File: config.mk
export PLATFORM = sky130hd
export DESIGN_NAME = touch_swipe_tap_classifier
export DESIGN_NICKNAME = d
export VERILOG_FILES = /design/src/rtl/core/tstc_pkg.sv /design/src/rtl/core/touch_swipe_tap_classifier.sv
export SDC_FILE = /design/constraint.sdc
export NUM_CORES = 1
export LEC_CHECK = 0
export BUFFER_PORTS_ARGS = -buffer_cell sky130_fd_sc_hd__buf_2
export CAP_MARGIN = 30
export CORE_MARGIN = 2
export CORE_UTILIZATION = 56
export DETAILED_ROUTE_END_ITERATION = 10
export GPL_ROUTABILITY_DRIVEN = 0
export PLACE_DENSITY = 0.74
export SLEW_MARGIN = 15
export SYNTH_ARGS = -nofsm -noshare
export SYNTH_HDL_FRONTEND = slang
export SYNTH_SLANG_ARGS = --single-unit
File: constraint.sdc
create_clock -name clk -period 9.95 [get_ports clk]
set_clock_uncertainty 0.1 [all_clocks]
set_input_delay 0.995 -clock clk [delete_from_list [all_inputs] [get_ports clk]]
set_output_delay 0.995 -clock clk [all_outputs]
set_load 0.05 [all_outputs]
File: src/rtl/core/tstc_pkg.sv
package tstc_pkg;

	// field widths fixed by the poll and event formats
	localparam int COORD_W = 12;
	localparam int COUNT_W = 8;
	localparam int KIND_W  = 2;
	localparam int KEY_W   = 7;
	localparam int GEST_W  = 3;
	localparam int PAGE_W  = 4;
	localparam int TH_W    = 12;
	localparam int POLLS_W = 8;
	localparam int CFG_IDX_W  = 2;
	localparam int CFG_DATA_W = 12;

	// event kinds
	localparam logic [KIND_W-1:0] EVT_NONE    = 2'd0;
	localparam logic [KIND_W-1:0] EVT_PRESS   = 2'd1;
	localparam logic [KIND_W-1:0] EVT_RELEASE = 2'd2;

	// gesture codes
	localparam logic [GEST_W-1:0] GEST_NONE  = 3'd0;
	localparam logic [GEST_W-1:0] GEST_TAP   = 3'd1;
	localparam logic [GEST_W-1:0] GEST_LEFT  = 3'd2;
	localparam logic [GEST_W-1:0] GEST_RIGHT = 3'd3;
	localparam logic [GEST_W-1:0] GEST_UP    = 3'd4;
	localparam logic [GEST_W-1:0] GEST_DOWN  = 3'd5;

	// configuration register indexes
	localparam logic [CFG_IDX_W-1:0] CFG_SWIPE_THRESHOLD = 2'd0;
	localparam logic [CFG_IDX_W-1:0] CFG_PAGE_COUNT      = 2'd1;
	localparam logic [CFG_IDX_W-1:0] CFG_SPLIT_POINT     = 2'd2;
	localparam logic [CFG_IDX_W-1:0] CFG_RELEASE_POLLS   = 2'd3;

	// configuration reset values
	localparam logic [TH_W-1:0]    RST_SWIPE_THRESHOLD = 12'd30;
	localparam logic [PAGE_W-1:0]  RST_PAGE_COUNT      = 4'd3;
	localparam logic [COORD_W-1:0] RST_SPLIT_POINT     = 12'd120;
	localparam logic [POLLS_W-1:0] RST_RELEASE_POLLS   = 8'd1;

	// touch-count nibble that flags a finger down
	localparam logic [COUNT_W-1:0] TOUCH_NIBBLE = 8'h0f;

	typedef struct packed {
		logic               read_error;
		logic [COUNT_W-1:0] contact_count;
		logic [COORD_W-1:0] touch_x;
		logic [COORD_W-1:0] touch_y;
	} tstc_in_t;

	typedef struct packed {
		logic [KIND_W-1:0] event_kind;
		logic [KEY_W-1:0]  key_position;
		logic [GEST_W-1:0] gesture;
		logic [PAGE_W-1:0] page;
		logic              last;
	} tstc_out_t;

endpackage

File: src/rtl/core/touch_swipe_tap_classifier.sv
// Touch gesture classifier: takes one controller poll per word and returns one or two
// event words per poll (key press/release, gesture report, current page), the final one
// flagged by last. A poll is held in the input register, classified from it, and its
// words are shown from a two-entry result register. Polls that give one word flow at
// one poll per clock; a poll that gives two words (a pending release plus a press or
// a gesture report) holds the result register until both are taken, so its successor
// waits. The result register drains one word per cycle while out_ready is high, which
// sets the rate. Configuration writes take effect from the next classified poll.
module touch_swipe_tap_classifier #(
	parameter int COORD_BITS = 12,
	parameter int MAX_PAGES  = 15
) (
	input  logic                               clk,
	input  logic                               arst_n,
	input  logic                               in_valid,
	output logic                               in_ready,
	input  tstc_pkg::tstc_in_t                 in_data,
	output logic                               out_valid,
	input  logic                               out_ready,
	output tstc_pkg::tstc_out_t                out_data,
	input  logic                               cfg_valid,
	output logic                               cfg_ready,
	input  logic [tstc_pkg::CFG_IDX_W-1:0]     cfg_index,
	input  logic [tstc_pkg::CFG_DATA_W-1:0]    cfg_data
);
	import tstc_pkg::*;

	localparam int CMP_W = (COORD_BITS > TH_W) ? COORD_BITS : TH_W;
	localparam logic [PAGE_W-1:0] MAX_P = PAGE_W'(MAX_PAGES);

	// configuration registers
	logic [TH_W-1:0]    swipe_threshold_q;
	logic [PAGE_W-1:0]  page_count_q;
	logic [COORD_W-1:0] split_point_q;
	logic [POLLS_W-1:0] release_polls_q;

	// gesture state
	logic                  touch_active_q;
	logic [COORD_BITS-1:0] start_x_q;
	logic [COORD_BITS-1:0] start_y_q;
	logic [COORD_BITS-1:0] recent_x_q;
	logic [COORD_BITS-1:0] recent_y_q;
	logic [KEY_W-1:0]      latched_key_q;
	logic [PAGE_W-1:0]     page_q;
	logic                  pending_q;
	logic [KEY_W-1:0]      release_key_q;
	logic [POLLS_W-1:0]    countdown_q;

	// input register and result register
	logic      valid_s1;
	tstc_in_t  in_s1;
	tstc_out_t res0_q;
	tstc_out_t res1_q;
	logic [1:0] cnt_q;

	logic go;
	logic pop;

	// classification signals
	logic                  err;
	logic                  down;
	logic [COORD_BITS-1:0] x_c;
	logic [COORD_BITS-1:0] y_c;
	logic [COORD_BITS-1:0] sp_c;
	logic signed [COORD_BITS:0] dx;
	logic signed [COORD_BITS:0] dy;
	logic [COORD_BITS-1:0] ax;
	logic [COORD_BITS-1:0] ay;
	logic                  horiz;
	logic                  vert;
	logic                  lift;
	logic [PAGE_W-1:0]     eff_pages;
	logic [PAGE_W-1:0]     page_left;
	logic [PAGE_W-1:0]     page_right;
	logic [PAGE_W-1:0]     page_nxt;
	logic [KEY_W-1:0]      quad_key;
	logic [KEY_W-1:0]      vert_key;
	logic [KEY_W-1:0]      press_key;
	logic [POLLS_W-1:0]    countdown_dec;
	logic [POLLS_W-1:0]    polls_eff;
	logic                  rel;
	logic                  pending_left;
	logic                  prs;
	logic                  ext;
	logic                  two_res;
	logic [GEST_W-1:0]     gest;
	tstc_out_t             w_rel;
	tstc_out_t             w_prs;
	tstc_out_t             w_ext;
	tstc_out_t             r0;
	tstc_out_t             r1;

	// handshakes
	assign pop       = (cnt_q != 2'd0) && out_ready;
	assign go        = valid_s1 && ((cnt_q == 2'd0) || ((cnt_q == 2'd1) && out_ready));
	assign in_ready  = !valid_s1 || go;
	assign out_valid = (cnt_q != 2'd0);
	assign out_data  = res0_q;
	assign cfg_ready = 1'b1;

	// configuration writes
	always_ff @(posedge clk or negedge arst_n) begin
		if (!arst_n) begin
			swipe_threshold_q <= RST_SWIPE_THRESHOLD;
			page_count_q      <= RST_PAGE_COUNT;
			split_point_q     <= RST_SPLIT_POINT;
			release_polls_q   <= RST_RELEASE_POLLS;
		end else if (cfg_valid && cfg_ready) begin
			case (cfg_index)
				CFG_SWIPE_THRESHOLD: swipe_threshold_q <= cfg_data[TH_W-1:0];
				CFG_PAGE_COUNT:      page_count_q      <= cfg_data[PAGE_W-1:0];
				CFG_SPLIT_POINT:     split_point_q     <= cfg_data[COORD_W-1:0];
				CFG_RELEASE_POLLS:   release_polls_q   <= cfg_data[POLLS_W-1:0];
				default: ;
			endcase
		end
	end

	// poll fields
	assign err  = in_s1.read_error;
	assign down = (in_s1.contact_count & TOUCH_NIBBLE) != '0;
	assign x_c  = COORD_BITS'(in_s1.touch_x);
	assign y_c  = COORD_BITS'(in_s1.touch_y);
	assign sp_c = COORD_BITS'(split_point_q);

	// travel and its magnitude
	assign dx = $signed({1'b0, recent_x_q}) - $signed({1'b0, start_x_q});
	assign dy = $signed({1'b0, recent_y_q}) - $signed({1'b0, start_y_q});
	assign ax = dx[COORD_BITS] ? COORD_BITS'(-dx) : COORD_BITS'(dx);
	assign ay = dy[COORD_BITS] ? COORD_BITS'(-dy) : COORD_BITS'(dy);

	// gesture decision on lift
	assign lift  = !err && !down && touch_active_q;
	assign horiz = (ax > ay) && (CMP_W'(ax) >= CMP_W'(swipe_threshold_q));
	assign vert  = !horiz && (CMP_W'(ay) >= CMP_W'(swipe_threshold_q));

	always_comb begin
		if (!lift) begin
			gest = GEST_NONE;
		end else if (horiz) begin
			gest = dx[COORD_BITS] ? GEST_LEFT : GEST_RIGHT;
		end else if (vert) begin
			gest = dy[COORD_BITS] ? GEST_UP : GEST_DOWN;
		end else begin
			gest = GEST_TAP;
		end
	end

	// page count clamp and page stepping with wraparound
	always_comb begin
		if (page_count_q == '0) begin
			eff_pages = PAGE_W'(1);
		end else if (page_count_q > MAX_P) begin
			eff_pages = MAX_P;
		end else begin
			eff_pages = page_count_q;
		end
	end

	assign page_left  = (page_q == '0) ? eff_pages - PAGE_W'(1) : page_q - PAGE_W'(1);
	assign page_right = ((5'(page_q) + 5'd1) >= 5'(eff_pages)) ? '0 : page_q + PAGE_W'(1);

	always_comb begin
		if (lift && horiz) begin
			page_nxt = dx[COORD_BITS] ? page_left : page_right;
		end else begin
			page_nxt = page_q;
		end
	end

	// key numbers
	always_comb begin
		if (y_c <= sp_c) begin
			quad_key = KEY_W'({page_q, 2'b00}) + ((x_c <= sp_c) ? KEY_W'(1) : KEY_W'(2));
		end else begin
			quad_key = KEY_W'({page_q, 2'b00}) + ((x_c <= sp_c) ? KEY_W'(4) : KEY_W'(3));
		end
	end

	assign vert_key = KEY_W'({eff_pages, 2'b00}) + KEY_W'({page_q, 1'b0})
		+ (dy[COORD_BITS] ? KEY_W'(1) : KEY_W'(2));
	assign press_key = vert ? vert_key : latched_key_q;

	// release timing runs before the sample is taken
	assign countdown_dec = (countdown_q != '0) ? countdown_q - POLLS_W'(1) : countdown_q;
	assign rel           = pending_q && (countdown_dec == '0);
	assign pending_left  = pending_q && !rel;
	assign polls_eff     = (release_polls_q == '0) ? POLLS_W'(1) : release_polls_q;

	// a tap or vertical swipe presses unless a release is still due
	assign prs     = lift && !horiz && !pending_left;
	assign ext     = !prs && (!rel || (gest != GEST_NONE));
	assign two_res = rel && (prs || ext);

	// result words in delivery order
	always_comb begin
		w_rel = '{event_kind: EVT_RELEASE, key_position: release_key_q,
			gesture: GEST_NONE, page: page_nxt, last: 1'b0};
		w_prs = '{event_kind: EVT_PRESS, key_position: press_key,
			gesture: gest, page: page_nxt, last: 1'b0};
		w_ext = '{event_kind: EVT_NONE, key_position: '0,
			gesture: gest, page: page_nxt, last: 1'b0};
		if (rel) begin
			r0 = w_rel;
		end else if (prs) begin
			r0 = w_prs;
		end else begin
			r0 = w_ext;
		end
		r0.last = !two_res;
		r1      = prs ? w_prs : w_ext;
		r1.last = 1'b1;
	end

	// input register
	always_ff @(posedge clk or negedge arst_n) begin
		if (!arst_n) begin
			valid_s1 <= 1'b0;
		end else if (in_ready) begin
			valid_s1 <= in_valid;
		end
	end

	always_ff @(posedge clk) begin
		if (in_valid && in_ready) begin
			in_s1 <= in_data;
		end
	end

	// result register occupancy
	always_ff @(posedge clk or negedge arst_n) begin
		if (!arst_n) begin
			cnt_q <= 2'd0;
		end else if (go) begin
			cnt_q <= two_res ? 2'd2 : 2'd1;
		end else if (pop) begin
			cnt_q <= cnt_q - 2'd1;
		end
	end

	always_ff @(posedge clk) begin
		if (go) begin
			res0_q <= r0;
			res1_q <= r1;
		end else if (pop) begin
			res0_q <= res1_q;
		end
	end

	// gesture and release state update
	always_ff @(posedge clk or negedge arst_n) begin
		if (!arst_n) begin
			touch_active_q <= 1'b0;
			start_x_q      <= '0;
			start_y_q      <= '0;
			recent_x_q     <= '0;
			recent_y_q     <= '0;
			latched_key_q  <= '0;
			page_q         <= '0;
			pending_q      <= 1'b0;
			release_key_q  <= '0;
			countdown_q    <= '0;
		end else if (go) begin
			if (pending_q) begin
				countdown_q <= countdown_dec;
				pending_q   <= pending_left;
			end
			if (prs) begin
				pending_q     <= 1'b1;
				release_key_q <= press_key;
				countdown_q   <= polls_eff;
			end
			if (!err && down) begin
				if (!touch_active_q) begin
					start_x_q      <= x_c;
					start_y_q      <= y_c;
					touch_active_q <= 1'b1;
					latched_key_q  <= quad_key;
				end
				recent_x_q <= x_c;
				recent_y_q <= y_c;
			end
			if (lift) begin
				touch_active_q <= 1'b0;
			end
			page_q <= page_nxt;
		end
	end

`ifndef SYNTHESIS
	a_cnt_range: assert property (@(posedge clk) disable iff (!arst_n)
		cnt_q != 2'd3)
		else $error("result register overfilled");

	a_pending_count: assert property (@(posedge clk) disable iff (!arst_n)
		pending_q |-> countdown_q != '0)
		else $error("release pending with expired countdown");

	a_release_gesture: assert property (@(posedge clk) disable iff (!arst_n)
		out_valid && out_data.event_kind == EVT_RELEASE |-> out_data.gesture == GEST_NONE)
		else $error("release word carries a gesture");

	a_none_key: assert property (@(posedge clk) disable iff (!arst_n)
		out_valid && out_data.event_kind == EVT_NONE |-> out_data.key_position == '0)
		else $error("word without key event carries a key");
`endif

endmodule
==> flow_metrics.py <==
metrics = {
    "min_path": {
        "min_path_type": "flip-flop to flip-flop",
    },
    "worst_setup_path": {
        "required_ns": 10.11,
        "cp_common_cell": "inv_1",
        "crit_family": "compound AO/OA/AOI/OAI gates",
        "crit_type": "flip-flop to flip-flop",
        "crit_arrival_ns": 6.61,
        "cp_num_buf_inv": 3,
        "critPathSlowestCell": "a21oi_1",
        "critPathLaunchType": "flip-flop",
        "crit_path_max_incr_delay_ns": 0.75,
        "crit_chain": "inv_1, ha_1, inv_1, fa_1, a21o_1, a221oi_1, a21oi_1, a31oi_1, o21a_1, inv_1, a21o_1, xnor2_1, ha_1, nand4_1, or3_1, o21ai_0, a31oi_2, a21oi_1, nand3_1, o21ai_0",
        "critical_path.max_fanout": 12,
        "end_kind": "flip-flop",
    },
    "clocking": {
        "post_cts_buffers": 0,
        "clk_pin_slew_ns": 0.07,
        "clk_latency_ns": 0.43,
        "postCtsResizedCells": 0,
        "cts_root_buf": "clkbuf_16",
        "ctsHtreeMaxLevel": 4,
        "cts_buffers": 17,
        "ctsHoldBuffers": 0,
        "tritoncts": "built",
        "cts_buffer_depth": 2,
        "cts.sinks": 176,
    },
    "cells_and_area": {
        "syn_to_final_growth_pct": 11.2,
        "multi_input_area_um2": 5510,
        "post-route-util_pct": 63.5,
        "fillerInstances": 1482,
        "antennaDiodeCount": 0,
        "final_layout_size_suffix_gt1_share_pct": 18.1,
        "regArea_um2": 4720,
        "layout.nets": 1228,
    },
    "placement": {
        "dpl.hpwl_um": 17600,
        "port_buffers": 66,
    },
    "die": {
        "start_util_pct": 57.1,
        "die_y_um": 142,
        "die_area_um2": 20200,
        "std_cell_rows": 50,
        "die_x_um": 142,
        "core_area_um2": 18700,
        "ios": 72,
    },
    "synth": {
        "ys_async_sr_fraction_pct": 65.3,
        "yosysTopAreaCell": "dfrtp_1",
        "syn_nets": 1160,
        "synth_top_cell_area_share_pct": 24.4,
        "synth_edf_count": 61,
        "synthCells": 1002,
        "synth_cell_types": 87,
        "syn_area_um2": 10700,
        "syn_avg_cell_area_um2": 10.7,
        "post-synth-top-count-cell": "dfrtp_1",
        "ys.flop_type": "dfrtp_1",
        "synth_top_cells_by_count": "dfrtp_1 (104), ha_1 (103), inv_1 (86)",
        "synth_warnings": 0,
        "synth.yosys.seq_area_share_pct": 44.2,
        "synthTopCellsByArea": "dfrtp_1 (24%), edfxtp_1 (17%), ha_1 (12%), mux2_2 (5.2%), o21ai_0 (3.4%)",
        "ys_ff_latch": 176,
    },
    "global_routing": {
        "grt_pass1_wl_um": 38600,
        "grt_use_total_pct": 24.5,
        "grt.overflow.total": 0,
        "antenna_found_initial": 0,
        "grt_pass1_vias": 7680,
        "grt_max_degree": 63,
    },
    "sta": {
        "max_freq_mhz": 155,
        "setup-tns-final_ns": 0,
        "worst_slew_pin_slew_ns": 0.889,
        "relSlewSlack_pct": 40.7,
        "final.period_utilization_pct": 64.8,
        "hold_viol_final": 0,
        "rsz0062_at_grt": "false",
        "slew_viol_final": 0,
        "setup_violations": 0,
        "fin_crit_ns": 6.45,
    },
    "routing": {
        "detail-route-antenna-nets": 0,
        "via_per_inst": 5.91,
        "vias": 7781,
        "routed_wl_um": 23400,
        "route.detailed.drc": 0,
        "wire_per_inst_um": 17.7,
        "drt-initial-drc-count": 363,
        "drtPass1Iterations": 5,
    },
    "outcome": {
        "status": "completed",
    },
    "run": {
        "cap_violations": 0,
    },
}
==> per-layer routing <==
layer / track usage (%) / vias to the layer above / wire [µm]
met2: 41.5 / 162 / 11400
met5: 0 / - / 0
met4: 8.68 / 0 / 576
met3: 3.84 / 40 / 931
li1: - / 3783 / -
met1: 32.0 / 3796 / 10500
==> worst min-delay path, stage by stage (launching register included) <==
cell	delay, ns
dfrtp_1	0.35
nand2_1	0.05
o21ai_0	0.06
==> per-stage QoR <==
step / cell area (µm²) / hold WS, ns / worst slack [ns] / instances
2_1_floorplan: 10700 / 0.348 / 5.06 / 1002
3_3_place_gp: 11200 / 0.365 / 3.66 / 1282
3_5_place_dp: 11300 / 0.378 / 3.58 / 1283
4_1_cts: 11900 / 0.392 / 3.50 / 1315
5_1_grt: 11900 / 0.407 / 3.13 / 1317
6_report: 11900 / 0.386 / 3.50 / 1317
==> final timing paths <==
kind / startpoint / to / slack [ns] / depth (start not counted)
max: recent_y_q[0]$_DFFE_PN0P_ / out_data[8]$_DFFE_PP_ / 3.50 / 20
min: latched_key_q[0]$_DFFE_PN0P_ / latched_key_q[0]$_DFFE_PN0P_ / 0.39 / 2
max reg2reg: recent_y_q[0]$_DFFE_PN0P_ / out_data[8]$_DFFE_PP_ / 3.50 / 20
min reg2reg: latched_key_q[0]$_DFFE_PN0P_ / latched_key_q[0]$_DFFE_PN0P_ / 0.39 / 2
max in group asynchronous: arst_n / start_x_q[11]$_DFFE_PN0P_ / 7.97 / 2
min in group asynchronous: arst_n / countdown_q[1]$_DFFE_PN0P_ / 0.52 / 1
==> cell usage in the layout (no fill, tap or decap), types with 10 or more instances in the layout <==
| cell | netlist | final |
|---|---|---|
| edfxtp_1 | 61 | 61 |
| o21ai_1 | 12 | 12 |
| dfstp_2 | 11 | 11 |
| buf_2 | 1 | 66 |
| mux2_2 | 49 | 49 |
| nand2_1 | 77 | 77 |
| nand3_1 | 14 | 14 |
| nor3_1 | 15 | 15 |
| o2bb2ai_1 | 10 | 10 |
| mux2i_1 | 19 | 19 |
| clkbuf_16 | 0 | 17 |
| o21ai_0 | 73 | 73 |
| inv_1 | 86 | 86 |
| a21o_1 | 21 | 21 |
| ha_1 | 103 | 103 |
| xor2_1 | 21 | 21 |
| xnor2_1 | 30 | 30 |
| nand2b_1 | 12 | 12 |
| a21oi_1 | 36 | 36 |
| dfrtp_1 | 104 | 104 |
| nor2_1 | 53 | 53 |
| o21a_1 | 12 | 12 |
==> layout make-up <==
class,count,area share (%)
clock buffers,17,3.58
flip-flops and latches,176,39.8
inverters,88,2.80
clock inverters,15,1.46
multi-input cells,710,46.4
repair buffers,77,3.54
well taps,234,2.47
==> kinds of logic after synthesis <==
| kind of cell | after synthesis | synth area share [%] |
|---|---|---|
| AND/OR/NAND/NOR | 231 | 10.5 |
| XOR/XNOR | 52 | 4.39 |
| buffers and inverters | 116 | 4.39 |
| adder cells (fa/ha/maj) | 106 | 12.6 |
| other | 1 | 0.0351 |
| AO/OA/AOI/OAI | 248 | 16.4 |
| flip-flops | 176 | 44.2 |
| multiplexers | 72 | 7.40 |
==> registers in the layout, indices dropped and copies added, names as in the netlist, 8 cells and up, named ones only <==
register           count
release_polls_q        8
y_c                   12
recent_y_q            12
swipe_threshold_q     12
res1_q                15
out_data              17
start_y_q             12
start_x_q             12
recent_x_q            12
sp_c                  12
countdown_q            8
x_c                   12
Power is left out: the tool's default activity adds up to more than one toggle a clock period on the data nets, which glitch-free logic cannot reach.
